===== src/hdl/ascon_pkg.sv =====
`timescale 1ns / 1ps

package ascon_pkg;

	localparam int unsigned WordW     = 64;
	localparam int unsigned NumWords  = 5;
	localparam int unsigned NumRounds = 12;
	localparam int unsigned RcW       = 8;

	typedef logic [WordW-1:0] word_t;
	typedef word_t [NumWords-1:0] state_t;
	typedef logic [RcW-1:0] rc_t;

	localparam rc_t RoundConst [NumRounds] = '{
		8'hf0, 8'he1, 8'hd2, 8'hc3, 8'hb4, 8'ha5,
		8'h96, 8'h87, 8'h78, 8'h69, 8'h5a, 8'h4b
	};

	function automatic word_t rotr(word_t v, int unsigned amt);
		return (v >> amt) | (v << (WordW - amt));
	endfunction

	function automatic word_t diffuse(word_t v, int unsigned a, int unsigned b);
		return v ^ rotr(v, a) ^ rotr(v, b);
	endfunction

	// One full round: constant addition, substitution layer, linear diffusion.
	function automatic state_t round_fn(state_t s, rc_t rc);
		word_t a0, a1, a2, a3, a4;
		word_t b0, b1, b2, b3, b4;
		state_t r;
		a0 = s[0];
		a1 = s[1];
		a2 = s[2] ^ {{(WordW-RcW){1'b0}}, rc};
		a3 = s[3];
		a4 = s[4];
		a0 = a0 ^ a4;
		a4 = a4 ^ a3;
		a2 = a2 ^ a1;
		b0 = a0 ^ (~a1 & a2);
		b1 = a1 ^ (~a2 & a3);
		b2 = a2 ^ (~a3 & a4);
		b3 = a3 ^ (~a4 & a0);
		b4 = a4 ^ (~a0 & a1);
		b1 = b1 ^ b0;
		b0 = b0 ^ b4;
		b3 = b3 ^ b2;
		b2 = ~b2;
		r[0] = diffuse(b0, 19, 28);
		r[1] = diffuse(b1, 61, 39);
		r[2] = diffuse(b2, 1, 6);
		r[3] = diffuse(b3, 10, 17);
		r[4] = diffuse(b4, 7, 41);
		return r;
	endfunction

endpackage


===== src/hdl/ascon_round_stage.sv =====
`timescale 1ns / 1ps

module ascon_round_stage import ascon_pkg::*; (
	input  logic   clk,
	input  logic   arst_n,
	input  rc_t    rc,
	input  logic   up_valid,
	output logic   up_ready,
	input  state_t up_state,
	output logic   dn_valid,
	input  logic   dn_ready,
	output state_t dn_state
);

	logic   valid_s1;
	state_t state_s1;

	// The stage takes a new transaction whenever it is empty or its contents move on.
	assign up_ready = !valid_s1 || dn_ready;

	always_ff @(posedge clk or negedge arst_n) begin
		if (!arst_n) begin
			valid_s1 <= 1'b0;
		end else if (up_ready) begin
			valid_s1 <= up_valid;
		end
	end

	always_ff @(posedge clk) begin
		if (up_ready && up_valid) begin
			state_s1 <= round_fn(up_state, rc);
		end
	end

	assign dn_valid = valid_s1;
	assign dn_state = state_s1;

endmodule


===== config.mk =====
export PLATFORM = sky130hd
export DESIGN_NAME = ascon_round_stage
export DESIGN_NICKNAME = d
export VERILOG_FILES = /design/src/hdl/ascon_pkg.sv /design/src/hdl/ascon_round_stage.sv
export SDC_FILE = /design/constraint.sdc
export NUM_CORES = 1
export LEC_CHECK = 0
export BUFFER_PORTS_ARGS = -buffer_cell sky130_fd_sc_hd__buf_2
export CAP_MARGIN = 10
export CELL_PAD_IN_SITES_DETAIL_PLACEMENT = 2
export CELL_PAD_IN_SITES_GLOBAL_PLACEMENT = 2
export CORE_MARGIN = 10
export CORE_UTILIZATION = 37
export DETAILED_ROUTE_END_ITERATION = 10
export MAX_ROUTING_LAYER = met4
export PLACE_DENSITY = 0.8
export SLEW_MARGIN = 20
export SYNTH_ARGS = -nofsm -noshare
export SYNTH_HDL_FRONTEND = slang
export SYNTH_SLANG_ARGS = --single-unit

===== constraint.sdc =====
create_clock -name clk -period 10.88 [get_ports clk]
set_input_delay 1.088 -clock clk [delete_from_list [all_inputs] [get_ports clk]]
set_output_delay 1.088 -clock clk [all_outputs]
set_load 0.01 [all_outputs]

==> metrics, run 1 <==
outcome finished clean; clock buffer depth 3; ratio of cells with drive above 1 in the final layout 0.357; number of global-route vias before repair 20400; clk sinks 321; adder-cell share of the synthesized area 0.0825; HPWL after DPL 108 mm; delay-heaviest family, CP buffers and inverters; Yosys warnings 0; largest family of logic cells by synthesized area XOR/XNOR gates; peak supply drop between 0.1 and 0.15 mV; Layout Nets 3045; CP Data Required Time 11060 ps; drt wl/cell 35.0 microns; sequential area share after synthesis 0.363; final sum of negative setup slack 0 ps; Via Count about 18000; first-pass GRT wire length 167 mm; R2R cell count 4; Filler cells 7192; final period utilization 0.328; DR iter-0 viols 1676; largest net degree at the start of global routing 156; ANT nets after route 0; post-synthesis mux area share 0.00641; Compound-Gate Fraction of Synth Area 0.0104; die area 0.0829 sq mm; # port buffers 653; post-synth top area cell edfxtp_1; CP arrival 3750 ps; Cell Area, Synth 0.0266 sq mm; Cell Pwr Density 212 mW/mm^2; initial antenna violation count 17; Synthesized Nets 2328; multi-input logic area approximately 0.016 sq mm; worst skew pair latency 570 ps; Fin. Hold Viols 0; Synth top area share 0.362; Post-CTS Resized 0; Crit path depth 5; DRC 0; Slew Viols, Final 0; clock transition at the registers of the reported paths ~60 ps; syn_area_per_cell about 14 sq um; total track usage 0.303; Cell variety after synth 20; Critical Path, Cell by Cell buf_2 -> nand2b_1 -> and2_4 -> buf_4 -> buf_4; Reg area 0.00963 sq mm; Root Buffer clkbuf_16; Synth Area in XOR/XNOR 0.484; total CTS buffers 41; # hold bufs at CTS 0; #FFs+latches synth 321; Worst-Margin Slew 1250 ps; die height approximately 290 microns; WL final ~130 mm; Crit Path Class in -> reg; Pre-antenna DRT Iters 5; GPL Wtd Cong 0.948; Leak Pwr between 15 and 20 nW; final setup vio count 0; Die Wd 288 microns; skew final about 15 ps; Area contributors post-synth edfxtp_1 36%, xnor3_1 19%, xnor2_1 14%; via/cell ratio 5.10; Slew headroom 0.160; Achievable Freq between 200 and 300 MHz; Starting Density 0.372; H-tree Lvls 2; Critical Path Fanout Max just over 70; HP Class in -> async; Row Count between 90 and 100; Post-Syn Instances 1868; startpoint types primary input; Max-Cap Viols 0; Most common cell on crit path buf_4; aggregate global routing overflow 0; area grow syn2layout 22.4%; CP Capture Type register; Post-Synth Simple-Gate Area 0.0277; Slowest-stage cell, CP buf_4; Hold Worst Slack 281 ps; core area 0.0714 sq mm; crit path time final 3560 ps; Buf/Inv on CP 3; Top Ports roughly 650; RSZ-0062 raised after global routing false; CP peak stage delay approximately 870 ps; Post-CTS Setup Inserts 0; CTS tree built; post-place setup slack 6790 ps; final worst setup slack 7320 ps
[metrics by stage]
step	std cells	total power [mW]	util	instance area (sq um)
finish	3578	6.90	0.456	32500
global route	3575	7.11	0.455	32500
CTS	3562	6.93	0.455	32500
detailed placement	3492	5.53	0.437	31200
global placement	3492	5.41	0.437	31200
floorplan	1868	4.16	-	26600
[sequential cells by signal (all words and copies together) (netlist names)]
| signal | flops |
|---|---|
| dn_state | 320 |
| dn_valid | 1 |
[cell usage in the layout (no fill, tap or decap), types with 4 or more instances in the layout]
master,n
buf_2,653
xnor2_1,414
edfxtp_1,320
xnor3_1,228
inv_1,179
nand2_1,162
xnor2_2,156
ha_1,128
xor2_1,65
clkbuf_16,41
maj3_1,33
o21ai_0,30
nor2_1,29
xor3_1,28
a21oi_1,25
maj3_2,23
xor2_2,22
buf_4,20
mux2i_1,17
diode_2,16
clkbuf_1,11
clkinv_1,7
inv_2,5
clkinv_2,5
bufinv_16,4
[cell usage after synthesis]
cell type / instances
inv_1: 179
xnor2_1: 418
mux2i_1: 17
xnor3_1: 228
ha_1: 128
nor2_1: 29
xor2_1: 65
xnor2_2: 152
a21oi_1: 25
edfxtp_1: 320
nand2b_1: 2
dfrtp_1: 1
maj3_2: 23
inv_2: 5
xor3_1: 28
and2_1: 1
xor2_2: 22
o21ai_0: 30
nand2_1: 162
maj3_1: 33
[routing by layer]
metal  global-route usage  wire length (microns)  vias to the layer above
met5                    -                      0                        -
met4                0.125                   5700                        0
met3               0.0464                   7020                      191
met2                0.517                  63700                      828
met1                0.353                  48900                     9478
li1                     -                      -                     7760
[worst reg2reg max path: stages (launching register included)]
cell	delay, ps
dfrtp_1	380
nand2b_1	130
and2_4	500
buf_4	890
buf_4	920
[area by class of cell]
class / count / share of cell area
multi-input combinational: 1363 / 0.500
clock inverter: 18 / 0.00573
tap: 950 / 0.0366
antenna: 16 / 0.00123
sequential: 321 / 0.296
clock buffer: 52 / 0.0328
timing repair buffer: 674 / 0.106
inverter: 184 / 0.0212
[cell families after synthesis]
family,count (synthesis)
xor+xnor,913
buf+inv,184
fa+ha+maj,184
simple gates,194
compound gates,55
flops,321
mux,17
[final timing paths]
path / slack, ps / endpoint / from
worst min-delay path: 280 / dn_valid$_DFFE_PN0N_ / arst_n
worst max-delay path: 7320 / dn_state[213]$_DFFE_PP_ / dn_ready
worst max register to register: 7560 / dn_state[213]$_DFFE_PP_ / dn_valid$_DFFE_PN0N_
min in group clk: 570 / dn_valid$_DFFE_PN0N_ / dn_valid$_DFFE_PN0N_
worst min register to register: 570 / dn_valid$_DFFE_PN0N_ / dn_valid$_DFFE_PN0N_
max in group asynchronous: 10520 / dn_valid$_DFFE_PN0N_ / arst_n
[power by group]
group	switching, mW	internal [mW]	total, mW
combinational	1.71	1.68	3.39
sequential	0.225	1.93	2.15
clock	0.578	0.784	1.36
Power figures use the tool's default switching activity.
==> run 2, diff against run 1 <==
- CORE_UTILIZATION: 37 -> 34
- PLACE_DENSITY: 0.8 -> 0.78
- clock period: 10.88 -> 3 ns (I/O delays scaled with it)
==> run 2 against run 1 <==
Total power rose to 3.8 times the previous value. Critical path depth is 1 higher. Sequential power increased to 3.6 times the previous value. Critical path type unchanged. Die area up 8.2%. Sequential share of layout area decreased by 1.1 points. Highest routed layer unchanged. Largest cell class unchanged. Clock skew up 9.4 ps. First-iteration DRC count down 9.1%. Largest power group unchanged. Non-clock buffer count up 127. Worst hold slack worse by 240 ps. Worst setup slack worse by 6500 ps. Clock power grew to 4.0 times the previous value.
==> metrics, run 2 (synthesized netlist as in run 1, its figures left out) <==
met3 Usage GRT 0.0365 (was 0.0464); skew final 24.4 ps (was 15.0 ps); final setup vio count 0 (unchanged); H-tree Lvls 2 (unchanged); aggregate global routing overflow 0 (unchanged); RSZ-0062 raised after global routing false (unchanged); final worst setup slack 774 ps (was 7320 ps); Fin. Hold Viols 0 (unchanged); die area 0.0897 sq mm (was 0.0829 sq mm); die height 299 microns (was 288 microns); Slowest-stage cell, CP xnor2_1 (was buf_4); Achievable Freq approximately 450 MHz; Most common cell on crit path xnor2_1 (was buf_4); Post-CTS Setup Inserts 0 (unchanged); total track usage 0.289 (was 0.303); CP Data Required Time 3310 ps (was 11060 ps); GPL Wtd Cong 0.946 (was 0.948); clock transition at the registers of the reported paths 60 ps (about the same); Root Buffer clkbuf_16 (unchanged); commonest non-fill, non-tap cell in the layout buf_2 (unchanged); Via Count 18800 (was 18300); final std cell area, no fill 0.0338 sq mm (was 0.0325 sq mm); Critical Path Fanout Max 3 (was 71); total CTS buffers 43 (was 41); Starting Density 0.343 (was 0.372); Leak Pwr 16.2 nW (was 15.5 nW); dpl cell area 0.0323 sq mm (was 0.0312 sq mm); Pre-antenna DRT Iters 5 (unchanged); Filler cells 7898 (was 7192); WL final 130 mm (was 125 mm); clk sinks 321 (unchanged); area grow syn2layout 27.2% (was 22.4%); # port buffers 653 (unchanged); peak supply drop 0.333 mV (was 0.107 mV); via/cell ratio 4.95 (was 5.10); Top Ports 654 (unchanged); initial antenna violation count 18 (was 17); Critical Path, Cell by Cell buf_2 -> xor2_1 -> ha_1 -> xnor2_1 -> xnor2_1 -> xnor3_1 (was buf_2 -> nand2b_1 -> and2_4 -> buf_4 -> buf_4); CP arrival 2530 ps (was 3750 ps); Die Wd 299 microns (was 288 microns); R2R cell count 4 (unchanged); CP peak stage delay 760 ps (was 870 ps); post-place setup slack 144 ps (was 6790 ps); Slew Viols, Final 0 (unchanged); HPWL after DPL 112 mm (was 108 mm); largest net degree at the start of global routing 75 (was 156); DRC 0 (unchanged); first-pass GRT wire length 174 mm (was 167 mm); met2 Track Usage GR 0.508 (was 0.517); Layout Nets 3174 (was 3045); final period utilization 0.742; HP Class in -> reg (was in -> async); DR iter-0 viols 1524 (was 1676); outcome finished clean (unchanged); CP Capture Type register (unchanged); most frequent cells in the layout 653 x buf_2, 418 x xnor2_1, 320 x edfxtp_1 (was 653 x buf_2, 414 x xnor2_1, 320 x edfxtp_1); Max-Cap Viols 0 (unchanged); CTS tree built (unchanged); GR Util met1 0.344 (was 0.353); Cell Pwr Density 770 mW/mm^2 (was 212 mW/mm^2); startpoint types primary input (unchanged); Worst-Margin Slew 915 ps (was 1250 ps); Crit Path Class in -> reg (unchanged); grt peak-use layer met2 (unchanged); number of global-route vias before repair 21000 (was 20400); worst skew pair latency 580 ps (was 570 ps); core area 0.0775 sq mm (was 0.0714 sq mm); Slew headroom 0.388 (was 0.160); ANT nets after route 0 (unchanged); number of flip-flops in the largest register 320 (unchanged); ratio of cells with drive above 1 in the final layout 0.387 (was 0.357); clock buffer depth 3 (unchanged); WHS Path Cells 3; Row Count 102 (was 98); crit path time final 2230 ps; drt wl/cell 34.2 microns (was 35.0 microns)
==> run 2: power by group <==
group	switching [mW]	total, mW	internal (mW)
combinational	6.32	12.8	6.47
clock	2.22	5.45	3.23
sequential	0.803	7.78	6.98
==> run 2: final cells by class <==
class	count	area [sq um]	share of cell area
sequential	321	9630	0.285
inverter	184	691	0.0204
multi-input combinational	1363	16200	0.481
timing repair buffer	801	4470	0.132
antenna	13	32.5	0.000963
tap	1040	1300	0.0385
clock inverter	23	258	0.00763
clock buffer	53	1160	0.0342
==> run 2: worst paths after layout <==
check / to / start / slack (ps)
min in group asynchronous: dn_valid$_DFFE_PN0N_ / arst_n / 530
setup reg to reg: dn_state[187]$_DFFE_PP_ / dn_valid$_DFFE_PN0N_ / 1200
max in group asynchronous: dn_valid$_DFFE_PN0N_ / arst_n / 2370
hold reg to reg: dn_valid$_DFFE_PN0N_ / dn_valid$_DFFE_PN0N_ / 560
hold / removal: dn_valid$_DFFE_PN0N_ / dn_ready / 40
setup / recovery: dn_state[251]$_DFFE_PP_ / rc[5] / 770
==> run 2: per-stage QoR <==
step           total power [mW]  instances  hold WS [ps]  utilization  setup TNS, ps
4_1_cts                    26.2       3785          2.67        0.436              0
5_1_grt                    26.9       3794          69.9        0.436              0
6_report                   26.0       3798          36.1        0.436              0
2_1_floorplan              15.0       1868          4.41            -         -89400
3_5_place_dp               20.6       3706          77.3        0.417              0
3_3_place_gp               20.2       3706          76.5        0.417              0
==> run 2: layer usage <==
layer / share of wire / wire length, microns
met1: 0.40 / 51500
met4: 0.035 / 4590
met3: 0.054 / 7060
met2: 0.51 / 66700
met5: 0 / 0
==> run 2: critical path, delay by kind of cell <==
family / cells / cell delay, ps
xor+xnor: 4 / 1800
fa+ha+maj: 1 / 320
buf+inv: 1 / 110
==> run 2: timing repair <==
| action | 4_1_cts | 5_1_grt |
|---|---|---|
| hold endpoints to repair | 2 | 0 |
| hold buffers | 3 | 0 |
| resized for setup | 0 | 0 |
==> run 3, diff against run 2 <==
- clock period: 3 -> 2 ns (I/O delays scaled with it)
==> run 3 against run 2 <==
Total power increased by 54%. Non-clock buffer count increased by 248. Die area unchanged. Via count increased by 6.2%. Core utilization increased by 2.7 points. Worst setup slack got worse by 580 ps. Wire length increased by 3.6%. Cell count increased by 6.2%. Flip-flop and latch count unchanged. Clock skew decreased by 7.0 ps. First-iteration DRC count increased by 5.4%.
==> metrics, run 3 (synthesized netlist as in run 1, its figures left out) <==
HP Class in -> reg (unchanged); die height 299 microns (unchanged); RSZ-0062 raised after global routing false (unchanged); # port buffers 653 (unchanged); largest net degree at the start of global routing 66 (was 75); post-place setup slack -367 ps (was 144 ps); skew final 17.5 ps (was 24.4 ps); Reg area 0.00963 sq mm (unchanged); CP peak stage delay 770 ps (was 760 ps); Slew headroom 0.306 (was 0.388); startpoint types primary input (unchanged); Critical Path Fanout Max 3 (unchanged); hold_sp up_state[176] (was dn_ready); Achievable Freq 554 MHz; Fin. Hold Viols 0 (unchanged); Endpoint, Worst Hold dn_state[170]$_DFFE_PP_ (was dn_valid$_DFFE_PN0N_); GPL Wtd Cong 0.967 (was 0.946); first-pass GRT wire length 182 mm (was 174 mm); Starting Density 0.343 (unchanged); Pre-antenna DRT Iters 5 (unchanged); CP startpoint up_state[200] (was rc[5]); Hold Worst Slack 252 ps (was 36.1 ps); CTS tree built (unchanged); met2 wire length 68.9 mm (was 66.7 mm); clk sinks 321 (unchanged); multi-input logic area 0.0162 sq mm (unchanged); Root Buffer clkbuf_16 (unchanged); aggregate global routing overflow 0 (unchanged); Via Count 20000 (was 18800); Critical Path, Cell by Cell buf_2 -> inv_1 -> ha_1 -> xnor2_1 -> xnor2_1 -> xnor3_1 (was buf_2 -> xor2_1 -> ha_1 -> xnor2_1 -> xnor2_1 -> xnor3_1); final std cell area, no fill 0.0359 sq mm (was 0.0338 sq mm); core area 0.0775 sq mm (unchanged); Layout Nets 3421 (was 3174); final period utilization 0.902; Most common cell on crit path xnor2_1 (unchanged); initial antenna violation count 12 (was 18); top sig layer met4 (unchanged); CP arrival 2120 ps (was 2530 ps); final setup vio count 0 (unchanged); R2R cell count 4 (unchanged); ratio of cells with drive above 1 in the final layout 0.435 (was 0.387); number of flip-flops in the largest register 320 (unchanged); worst skew pair latency 590 ps (was 580 ps); final sum of negative setup slack 0 ps (unchanged); Die Wd 299 microns (unchanged); Max-Cap Viols 0 (unchanged); clock buffer depth 3 (unchanged); Leak Pwr 17.4 nW (was 16.2 nW); most frequent cells in the layout 653 x buf_2, 418 x xnor2_1, 349 x buf_4 (was 653 x buf_2, 418 x xnor2_1, 320 x edfxtp_1); Crit Path Class in -> reg (unchanged); area grow syn2layout 35.1% (was 27.2%); outcome finished clean (unchanged); WHS Path Cells 4 (was 3); # hold bufs at CTS 4 (was 3); DR iter-0 viols 1607 (was 1524); Cell Pwr Density 1110 mW/mm^2 (was 770 mW/mm^2); Post-CTS Setup Inserts 0 (unchanged); die area 0.0897 sq mm (unchanged); CP Data Required Time 2320 ps (was 3310 ps); WL met1 52.4 mm (was 51.5 mm); Filler cells 7862 (was 7898); Slowest-stage cell, CP xnor2_1 (unchanged); Critical R2R Capture dn_state[227]$_DFFE_PP_ (was dn_state[187]$_DFFE_PP_); peak supply drop 0.471 mV (was 0.333 mV); r2r setup slk 330 ps (was 1200 ps); final worst setup slack 196 ps (was 774 ps); number of global-route vias before repair 22400 (was 21000); HPWL after DPL 117 mm (was 112 mm); Slew Viols, Final 0 (unchanged); ANT nets after route 0 (unchanged); Row Count 102 (unchanged); via/cell ratio 4.95 (about the same); Worst-Margin Slew 1030 ps (was 915 ps); commonest non-fill, non-tap cell in the layout buf_2 (unchanged); total CTS buffers 42 (was 43); Post-CTS Resized 0 (unchanged); H-tree Lvls 2 (unchanged); WL final 135 mm (was 130 mm); drt wl/cell 33.3 microns (was 34.2 microns); clock transition at the registers of the reported paths 60 ps (about the same); Reg2Reg Launch Point dn_valid$_DFFE_PN0N_ (unchanged); crit path time final 1800 ps; total track usage 0.300 (was 0.289); dpl cell area 0.0346 sq mm (was 0.0323 sq mm); Top Ports 654 (unchanged); wire length on met3 7.22 mm (was 7.06 mm); DRC 0 (unchanged); CP Capture Type register (unchanged)
-- run 3: how the worst max path moves through the flow --
stage                                  endpoint  slack (ps)  cells after the start
after detailed placement  dn_state[8]$_DFFE_PP_        -370                      6
final                     dn_state[8]$_DFFE_PP_         200                      6
after floorplan           dn_state[0]$_DFFE_PP_       -1280                      2
after global routing      dn_state[8]$_DFFE_PP_         190                      6
after CTS                 dn_state[8]$_DFFE_PP_         240                      6
after global placement    dn_state[8]$_DFFE_PP_        -380                      6
-- run 3: cell type report --
type	count	share of cell area
Antenna cell	6	0.000418
Clock buffer	51	0.0302
Clock inverter	21	0.00384
Inverter	184	0.0192
Multi-Input combinational cell	1363	0.452
Sequential cell	321	0.268
Tap cell	1040	0.0363
Timing Repair Buffer	1049	0.189
-- run 3: routing by layer --
metal	track usage	vias up
met1	0.349	10400
met3	0.0385	200
met2	0.521	873
li1	-	8493
met4	0.122	0
met5	-	-
-- run 3: stage by stage --
step	std cells	power, mW	util
after floorplan	1868	22.5	-
after global placement	3953	32.0	0.447
after detailed placement	3953	32.8	0.447
after CTS	4029	40.2	0.463
after global routing	4032	41.3	0.463
final	4035	40.0	0.463
-- run 3: critical path, delay by kind of cell --
family,cells,cell delay (ps)
xor+xnor,3,1460
fa+ha+maj,1,330
buf+inv,2,130
-- run 3: power by group --
| part | switching (mW) | internal, mW |
|---|---|---|
| clock | 3.22 | 3.97 |
| sequential | 1.32 | 10.5 |
| combinational | 9.95 | 11.1 |
